File: src/rtl/color_command_parser_core_macros.svh
// Assertion macros shared by the color command parser RTL.
`ifndef COLOR_COMMAND_PARSER_CORE_MACROS_SVH
`define COLOR_COMMAND_PARSER_CORE_MACROS_SVH

// Same-cycle implication, checked on the clock edge outside reset.
`define CCP_ASSERT_IMP(label, ante, cons) \
   label: assert property (@(posedge clock) disable iff (reset) (ante) |-> (cons)) \
      else $error("color command parser: same-cycle check failed");

// Next-cycle implication, checked on the clock edge outside reset.
`define CCP_ASSERT_NEXT(label, ante, cons) \
   label: assert property (@(posedge clock) disable iff (reset) (ante) |=> (cons)) \
      else $error("color command parser: next-cycle check failed");

`endif

File: src/rtl/ccp_pkg.sv
// Types, character codes and helper functions for the color command parser.
`default_nettype none

package ccp_pkg;

   localparam logic [7:0] CHAR_HASH    = 8'h23;
   localparam logic [7:0] CHAR_ZERO    = 8'h30;
   localparam logic [7:0] CHAR_NINE    = 8'h39;
   localparam logic [7:0] CHAR_UPPER_A = 8'h41;
   localparam logic [7:0] CHAR_UPPER_B = 8'h42;
   localparam logic [7:0] CHAR_UPPER_F = 8'h46;
   localparam logic [7:0] CHAR_UPPER_G = 8'h47;
   localparam logic [7:0] CHAR_UPPER_O = 8'h4F;
   localparam logic [7:0] CHAR_UPPER_R = 8'h52;
   localparam logic [7:0] CHAR_UPPER_W = 8'h57;
   localparam logic [7:0] CHAR_UPPER_Y = 8'h59;
   localparam logic [7:0] CHAR_LOWER_A = 8'h61;
   localparam logic [7:0] CHAR_LOWER_B = 8'h62;
   localparam logic [7:0] CHAR_LOWER_F = 8'h66;
   localparam logic [7:0] CHAR_LOWER_G = 8'h67;
   localparam logic [7:0] CHAR_LOWER_O = 8'h6F;
   localparam logic [7:0] CHAR_LOWER_R = 8'h72;
   localparam logic [7:0] CHAR_LOWER_W = 8'h77;
   localparam logic [7:0] CHAR_LOWER_Y = 8'h79;

   localparam logic [7:0] LEVEL_MAX    = 8'd255;
   localparam logic [7:0] DIGIT_TEN    = 8'd10;
   localparam logic [2:0] POS_LAST_HEX = 3'd6;
   localparam logic [2:0] POS_MAX      = 3'd7;

   typedef struct packed {
      logic [7:0] char_code;
      logic       last;
   } req_type;

   typedef struct packed {
      logic [7:0] red;
      logic [7:0] green;
      logic [7:0] blue;
      logic       matched;
   } rsp_type;

   typedef struct packed {
      logic [7:0]  red_level;
      logic [7:0]  green_level;
      logic [7:0]  blue_level;
      logic [7:0]  lead_char;
      logic [2:0]  char_position;
      logic [7:0]  decimal_accum;
      logic [23:0] hex_word;
   } state_type;

   function automatic logic is_decimal(input logic [7:0] c);
      return (c >= CHAR_ZERO) && (c <= CHAR_NINE);
   endfunction

   // Non-hex characters count as a zero digit.
   function automatic logic [3:0] hex_digit_value(input logic [7:0] c);
      logic [7:0] t;
      t = 8'd0;
      if (is_decimal(c)) begin
         t = c - CHAR_ZERO;
      end else if ((c >= CHAR_UPPER_A) && (c <= CHAR_UPPER_F)) begin
         t = c - CHAR_UPPER_A + DIGIT_TEN;
      end else if ((c >= CHAR_LOWER_A) && (c <= CHAR_LOWER_F)) begin
         t = c - CHAR_LOWER_A + DIGIT_TEN;
      end
      return t[3:0];
   endfunction

endpackage

`default_nettype wire

File: src/rtl/ccp_step.sv
// Per-character state update and result formation for the color command parser.
`default_nettype none

module ccp_step (
   input  ccp_pkg::state_type state_cur,
   input  ccp_pkg::req_type   req_cur,
   output ccp_pkg::state_type state_nxt,
   output ccp_pkg::rsp_type   rsp_nxt
);
   import ccp_pkg::*;

   state_type  upd;
   logic [2:0] pos;
   logic [7:0] c;
   logic [7:0] dig_off;
   logic [11:0] dec_sum;
   logic [4:0] hex_shift;
   logic [7:0] v;
   logic       matched;

   assign pos       = state_cur.char_position;
   assign c         = req_cur.char_code;
   assign dig_off   = c - CHAR_ZERO;
   assign dec_sum   = {1'b0, state_cur.decimal_accum, 3'b000}
                    + {3'b000, state_cur.decimal_accum, 1'b0}
                    + {8'd0, dig_off[3:0]};
   assign hex_shift = {POS_LAST_HEX - pos, 2'b00};

   always_comb begin
      upd = state_cur;
      if (pos == 3'd0) begin
         upd.lead_char = c;
      end else if (state_cur.lead_char == CHAR_HASH) begin
         if (pos <= POS_LAST_HEX) begin
            upd.hex_word = state_cur.hex_word
                         | ({20'd0, hex_digit_value(c)} << hex_shift);
         end
      end else if (is_decimal(c)) begin
         upd.decimal_accum = (dec_sum > {4'd0, LEVEL_MAX}) ? LEVEL_MAX : dec_sum[7:0];
      end
      if (pos < POS_MAX) begin
         upd.char_position = pos + 3'd1;
      end
   end

   assign v = upd.decimal_accum;

   always_comb begin
      state_nxt = upd;
      matched   = 1'b1;
      if (upd.lead_char == CHAR_HASH) begin
         state_nxt.red_level   = upd.hex_word[23:16];
         state_nxt.green_level = upd.hex_word[15:8];
         state_nxt.blue_level  = upd.hex_word[7:0];
      end else begin
         unique case (upd.lead_char) inside
            CHAR_UPPER_R, CHAR_LOWER_R: begin
               {state_nxt.red_level, state_nxt.green_level, state_nxt.blue_level} =
                  {v, 8'd0, 8'd0};
            end
            CHAR_UPPER_G, CHAR_LOWER_G: begin
               {state_nxt.red_level, state_nxt.green_level, state_nxt.blue_level} =
                  {8'd0, v, 8'd0};
            end
            CHAR_UPPER_B, CHAR_LOWER_B: begin
               {state_nxt.red_level, state_nxt.green_level, state_nxt.blue_level} =
                  {8'd0, 8'd0, v};
            end
            CHAR_UPPER_Y, CHAR_LOWER_Y: begin
               {state_nxt.red_level, state_nxt.green_level, state_nxt.blue_level} =
                  {v, v, 8'd0};
            end
            CHAR_UPPER_A, CHAR_LOWER_A: begin
               {state_nxt.red_level, state_nxt.green_level, state_nxt.blue_level} =
                  {8'd0, v, v};
            end
            CHAR_UPPER_F, CHAR_LOWER_F: begin
               {state_nxt.red_level, state_nxt.green_level, state_nxt.blue_level} =
                  {v, 8'd0, v};
            end
            CHAR_UPPER_W, CHAR_LOWER_W: begin
               {state_nxt.red_level, state_nxt.green_level, state_nxt.blue_level} =
                  {v, v, v};
            end
            CHAR_UPPER_O, CHAR_LOWER_O: begin
               {state_nxt.red_level, state_nxt.green_level, state_nxt.blue_level} =
                  {8'd0, 8'd0, 8'd0};
            end
            default: begin
               matched = 1'b0;
            end
         endcase
      end
      if (req_cur.last) begin
         // The command is over, so the parse context starts fresh.
         state_nxt.char_position = 3'd0;
         state_nxt.decimal_accum = 8'd0;
         state_nxt.hex_word      = 24'd0;
      end else begin
         state_nxt.red_level   = state_cur.red_level;
         state_nxt.green_level = state_cur.green_level;
         state_nxt.blue_level  = state_cur.blue_level;
      end
   end

   assign rsp_nxt.red     = state_nxt.red_level;
   assign rsp_nxt.green   = state_nxt.green_level;
   assign rsp_nxt.blue    = state_nxt.blue_level;
   assign rsp_nxt.matched = matched;

endmodule

`default_nettype wire

File: src/rtl/color_command_parser_core.sv
// Color command parser top level: input register, character step logic, result register.
// A character marked last goes through the input register, then the result register.
// Throughput: one character per cycle unless stalled; the single state update sets this.
// A stalled result holds only a character marked last; other characters keep flowing.
// Synchronous active-high reset clears the levels, the parse context and both valid flags.
`default_nettype none
`include "color_command_parser_core_macros.svh"

module color_command_parser_core (
   input  logic             clock,
   input  logic             reset,
   input  logic             req_valid,
   output logic             req_stall,
   input  ccp_pkg::req_type req_data,
   output logic             rsp_valid,
   input  logic             rsp_stall,
   output ccp_pkg::rsp_type rsp_data
);
   import ccp_pkg::*;

   logic      s1_valid_ff, s1_valid_in;
   req_type   s1_req_ff;
   state_type state_ff, state_in;
   logic      rsp_valid_ff, rsp_valid_in;
   rsp_type   rsp_data_ff;
   rsp_type   rsp_calc;
   logic      out_free;
   logic      s1_adv;
   logic      req_take;

   ccp_step u_step (
      .state_cur (state_ff),
      .req_cur   (s1_req_ff),
      .state_nxt (state_in),
      .rsp_nxt   (rsp_calc)
   );

   assign out_free = !rsp_valid_ff || !rsp_stall;
   // Only a last character needs room in the result register to move on.
   assign s1_adv   = s1_valid_ff && (!s1_req_ff.last || out_free);
   assign req_stall = s1_valid_ff && !s1_adv;
   assign req_take  = req_valid && !req_stall;

   assign s1_valid_in  = req_take || (s1_valid_ff && !s1_adv);
   assign rsp_valid_in = (s1_adv && s1_req_ff.last) || (rsp_valid_ff && rsp_stall);

   always_ff @(posedge clock) begin
      if (reset) begin
         s1_valid_ff  <= 1'b0;
         rsp_valid_ff <= 1'b0;
         state_ff     <= '0;
      end else begin
         s1_valid_ff  <= s1_valid_in;
         rsp_valid_ff <= rsp_valid_in;
         if (s1_adv) begin
            state_ff <= state_in;
         end
      end
   end

   always_ff @(posedge clock) begin
      if (req_take) begin
         s1_req_ff <= req_data;
      end
      if (s1_adv && s1_req_ff.last) begin
         rsp_data_ff <= rsp_calc;
      end
   end

   assign rsp_valid = rsp_valid_ff;
   assign rsp_data  = rsp_data_ff;

   `CCP_ASSERT_NEXT(a_last_loads_rsp, s1_adv && s1_req_ff.last, rsp_valid_ff)
   `CCP_ASSERT_NEXT(a_last_clears_pos, s1_adv && s1_req_ff.last, state_ff.char_position == 3'd0)
   `CCP_ASSERT_IMP(a_free_out_no_stall, !rsp_valid_ff, !req_stall)
   `CCP_ASSERT_IMP(a_stall_needs_item, req_stall, s1_valid_ff && s1_req_ff.last)

endmodule

`default_nettype wire
File: config.mk
export PLATFORM = sky130hd
export DESIGN_NAME = color_command_parser_core
export DESIGN_NICKNAME = d
export VERILOG_FILES = /design/src/rtl/ccp_pkg.sv /design/src/rtl/ccp_step.sv /design/src/rtl/color_command_parser_core.sv
export VERILOG_INCLUDE_DIRS = /design/src /design/src/rtl
export SDC_FILE = /design/constraint.sdc
export NUM_CORES = 1
export LEC_CHECK = 0
export ABC_AREA = 1
export BUFFER_PORTS_ARGS = -buffer_cell sky130_fd_sc_hd__buf_2
export CORE_MARGIN = 3
export CORE_UTILIZATION = 55
export CTS_CLUSTER_DIAMETER = 150
export DETAILED_ROUTE_END_ITERATION = 6
export PLACE_DENSITY = 0.73
export REMOVE_ABC_BUFFERS = 1
export SYNTH_ARGS = -nofsm -noshare
export SYNTH_HDL_FRONTEND = slang
export SYNTH_SLANG_ARGS = --single-unit
File: constraint.sdc
create_clock -name clock -period 6.8 [get_ports clock]
set_input_delay 0.68 -clock clock [delete_from_list [all_inputs] [get_ports clock]]
set_output_delay 0.68 -clock clock [all_outputs]
set_load 0.01 [all_outputs]
==> results.cfg <==
[cts]
post-cts-setup-buffers = 0
clk_pin_slew_worst_paths_ps = 100
cts_hold_buf = 0
insertion_delay_ps = 390
numCtsBuffers = 9
htree_num_levels = 3
postCtsResizedCells = 0
cts_buffer_depth = 2
clkSinkCount = 103
root_buffer = clkbuf_8
cts_tree = yes

[routing]
initialDrtViolationCount = 516
vias_per_cell = 5.52
drt_pass1_iterations = 5
wire_per_inst_um = 15.4
dr_total_vias = 5407
drc = 0
routed-wl-met2_mm = 6.87
top_layer = met4
wl_met1_mm = 6.74
wl_mm = 15.1
wl_met3_um = 952
drtAntennaViolNets = 0

[sta]
period_needed_ps = 3620
fin_crit_sh_pct = 53.3
finalHoldViolCount = 0
grt_setup_unrepaired = false
fmax_ghz = 0.276
worst_pin_slew_ps = 1280
maxSlewViolCount = 0
slew_headroom_pct = 14.7
setup_viol = 0
tns_ps = 0
setup_slack_ps = 3180
fin_skew_ps = 13.3

[setup_path]
cp_slowest_cell = nand4_2
path_cells = inv_2 > ha_1 > nand2_4 > nand2_1 > o21ai_2 > nand2_1 > nor3_2 > nand4_2 > inv_2 > nor2_2 > nand2_1 > nand3_1 > nand2_1 > o21ai_1
cp.arrival_ps = 3740
critical_path.top_delay_family = simple AND/OR/NAND/NOR gates
r2r_end = rsp_data[16]
start_kind = register
worst-path-buf-inv = 2
critPathMaxStageDelay_ps = 600
r2r_cells = 14
critPathKind = register to register
crit_top_cell = nand2_1
cp.required_ps = 6920
critPathMaxFanout = 22
cp-end-kind = register
timing.rr.start = state_ff[32]
reg2reg_slack_ps = 3180

[logic_synthesis]
synth_area_leader_cell = dfxtp_1
synth_adder_area_share_pct = 5.25
synth_top_family_by_area = simple AND/OR/NAND/NOR gates
yosys.area.top_type_share_pct = 23.0
yosysSeqAreaShare_pct = 40.0
synthTopCellsByArea = dfxtp_1 (23%), edfxtp_1 (17%), nand2_1 (15%)
synth-compound-area-share_pct = 11.2
syn_inst = 815
synthMuxAreaShare_pct = 0
synth_seq_cells = 103
synth_area_um2 = 6010
yosysWarnings = 0
synth_cell_types = 46
syn_area_per_cell_um2 = 7.38
yosys.area_share.simple_pct = 34.7
synth_xor_area_share_pct = 0.437

[run_status]
outcome = complete, no violations

[finish]
fill_cells = 1010
area_growth_pct = 7.04
layout-drive-gt1-share_pct = 13.5
final_cell_mix = nand2_1 (237), nand3_1 (86), inv_1 (79)
multiInputGateArea_um2 = 3100
seqCellArea_um2 = 2400
antenna_cells = 0
layout.nets = 875
final_common_cell = nand2_1

[floorplan]
coreArea_um2 = 10500
die-area_um2 = 12200
ioPinCount = 40
start_util_pct = 57.5
die_h_um = 111
die_x_um = 111
rows = 37

[global_route]
grt.overflow.total = 0
grt_pass1_wl_mm = 25.1
grt_max_degree = 43
grt_use_total_pct = 25.0
antenna_found_initial = 0
grt_pass1_vias = 5131

[power_and_ir_drop]
leakage_nw = 3.03
power_density_nw_per_um2 = 184
ir_drop_uv = 195

[place]
hpwl_mm = 10.5
post-place-ws_ps = 3250
gp_congestion = 0.890
numPortBuffers = 39

[hold_path]
whs_path_depth = 2
holdPathEnd = state_ff[8]
min-delay-start = state_ff[8]
min_path_type = register to register

[run]
max_cap_viol_count = 0
-- worst reg2reg max path: stages (launching register included) --
cell     delay [ps]
dfxtp_1         480
inv_2           160
ha_1            260
nand2_4         310
nand2_1         120
o21ai_2         120
nand2_1          90
nor3_2          140
nand4_2         600
inv_2           610
nor2_2          130
nand2_1          80
nand3_1          80
nand2_1          70
o21ai_1          80
-- layer usage --
metal / up-vias / GRT usage (%)
met1: 2482 / 33.4
met3: 29 / 3.62
met5: - / 0
li1: 2708 / -
met4: 0 / 11.7
met2: 188 / 40.1
-- state kept, by name, summed over array words and instances, names as in the netlist --
signal	flops
s1_req_ff	9
rsp_data	25
state_ff	67
rsp_valid	1
s1_valid_ff	1
-- stage by stage --
stage,power [mW],std cells,instance area (µm²),util [%],hold slack [ps]
floorplan,0.753,786,5850,-,421
global placement,0.787,963,6230,59.6,431
detailed placement,0.791,963,6230,59.6,441
CTS,1.19,979,6430,61.5,445
global route,1.23,979,6430,61.5,452
finish,1.18,979,6430,61.5,458
-- synth_stat cells, drive strengths merged --
master / count
a211oi: 4
a21oi: 39
a31oi: 1
and2: 3
buf: 11
clkbuf: 18
dfxtp: 69
edfxtp: 34
fa: 2
ha: 22
inv: 93
nand2: 256
nand3: 89
nand3b: 3
nand4: 24
nor2: 65
nor3: 4
o211a: 6
o211ai: 2
o21a: 1
o21ai: 49
o21bai: 7
or2: 10
xnor2: 1
xor2: 2
-- logic make-up (layout without fill, tap and decap cells) --
logic type                 Yosys count  in the layout
adders and majority gates           24             24
DFF                                103            103
and+or+nand+nor                    454            454
AOI/OAI and AO/OA                  109            109
xor gates and xnor gates             3              3
buffers and inverters              122            150
-- worst max-delay path by stage --
stage / from / endpoint / slack, ps / cells past startpoint
floorplan: s1_req_ff[0] / state_ff[18] / 3720 / 8
global placement: state_ff[32] / rsp_data[13] / 3390 / 14
detailed placement: state_ff[32] / rsp_data[13] / 3250 / 14
CTS: state_ff[32] / rsp_data[16] / 3210 / 14
global route: state_ff[32] / rsp_data[14] / 2900 / 14
finish: state_ff[32] / rsp_data[16] / 3180 / 14
-- cell type report --
type | instances | share of cell area, %
clock buffer | 11 | 2.20
timing repair buffer | 41 | 3.27
multi-input combinational | 590 | 48.2
inverter | 93 | 5.43
clock inverter | 5 | 0.895
tap | 136 | 2.64
sequential | 103 | 37.3
-- power by group --
| group | switching, mW | internal [mW] |
|---|---|---|
| sequential | 0.00983 | 0.650 |
| combinational | 0.0851 | 0.0334 |
| clock | 0.225 | 0.181 |
(Power assumes the default switching activity.)
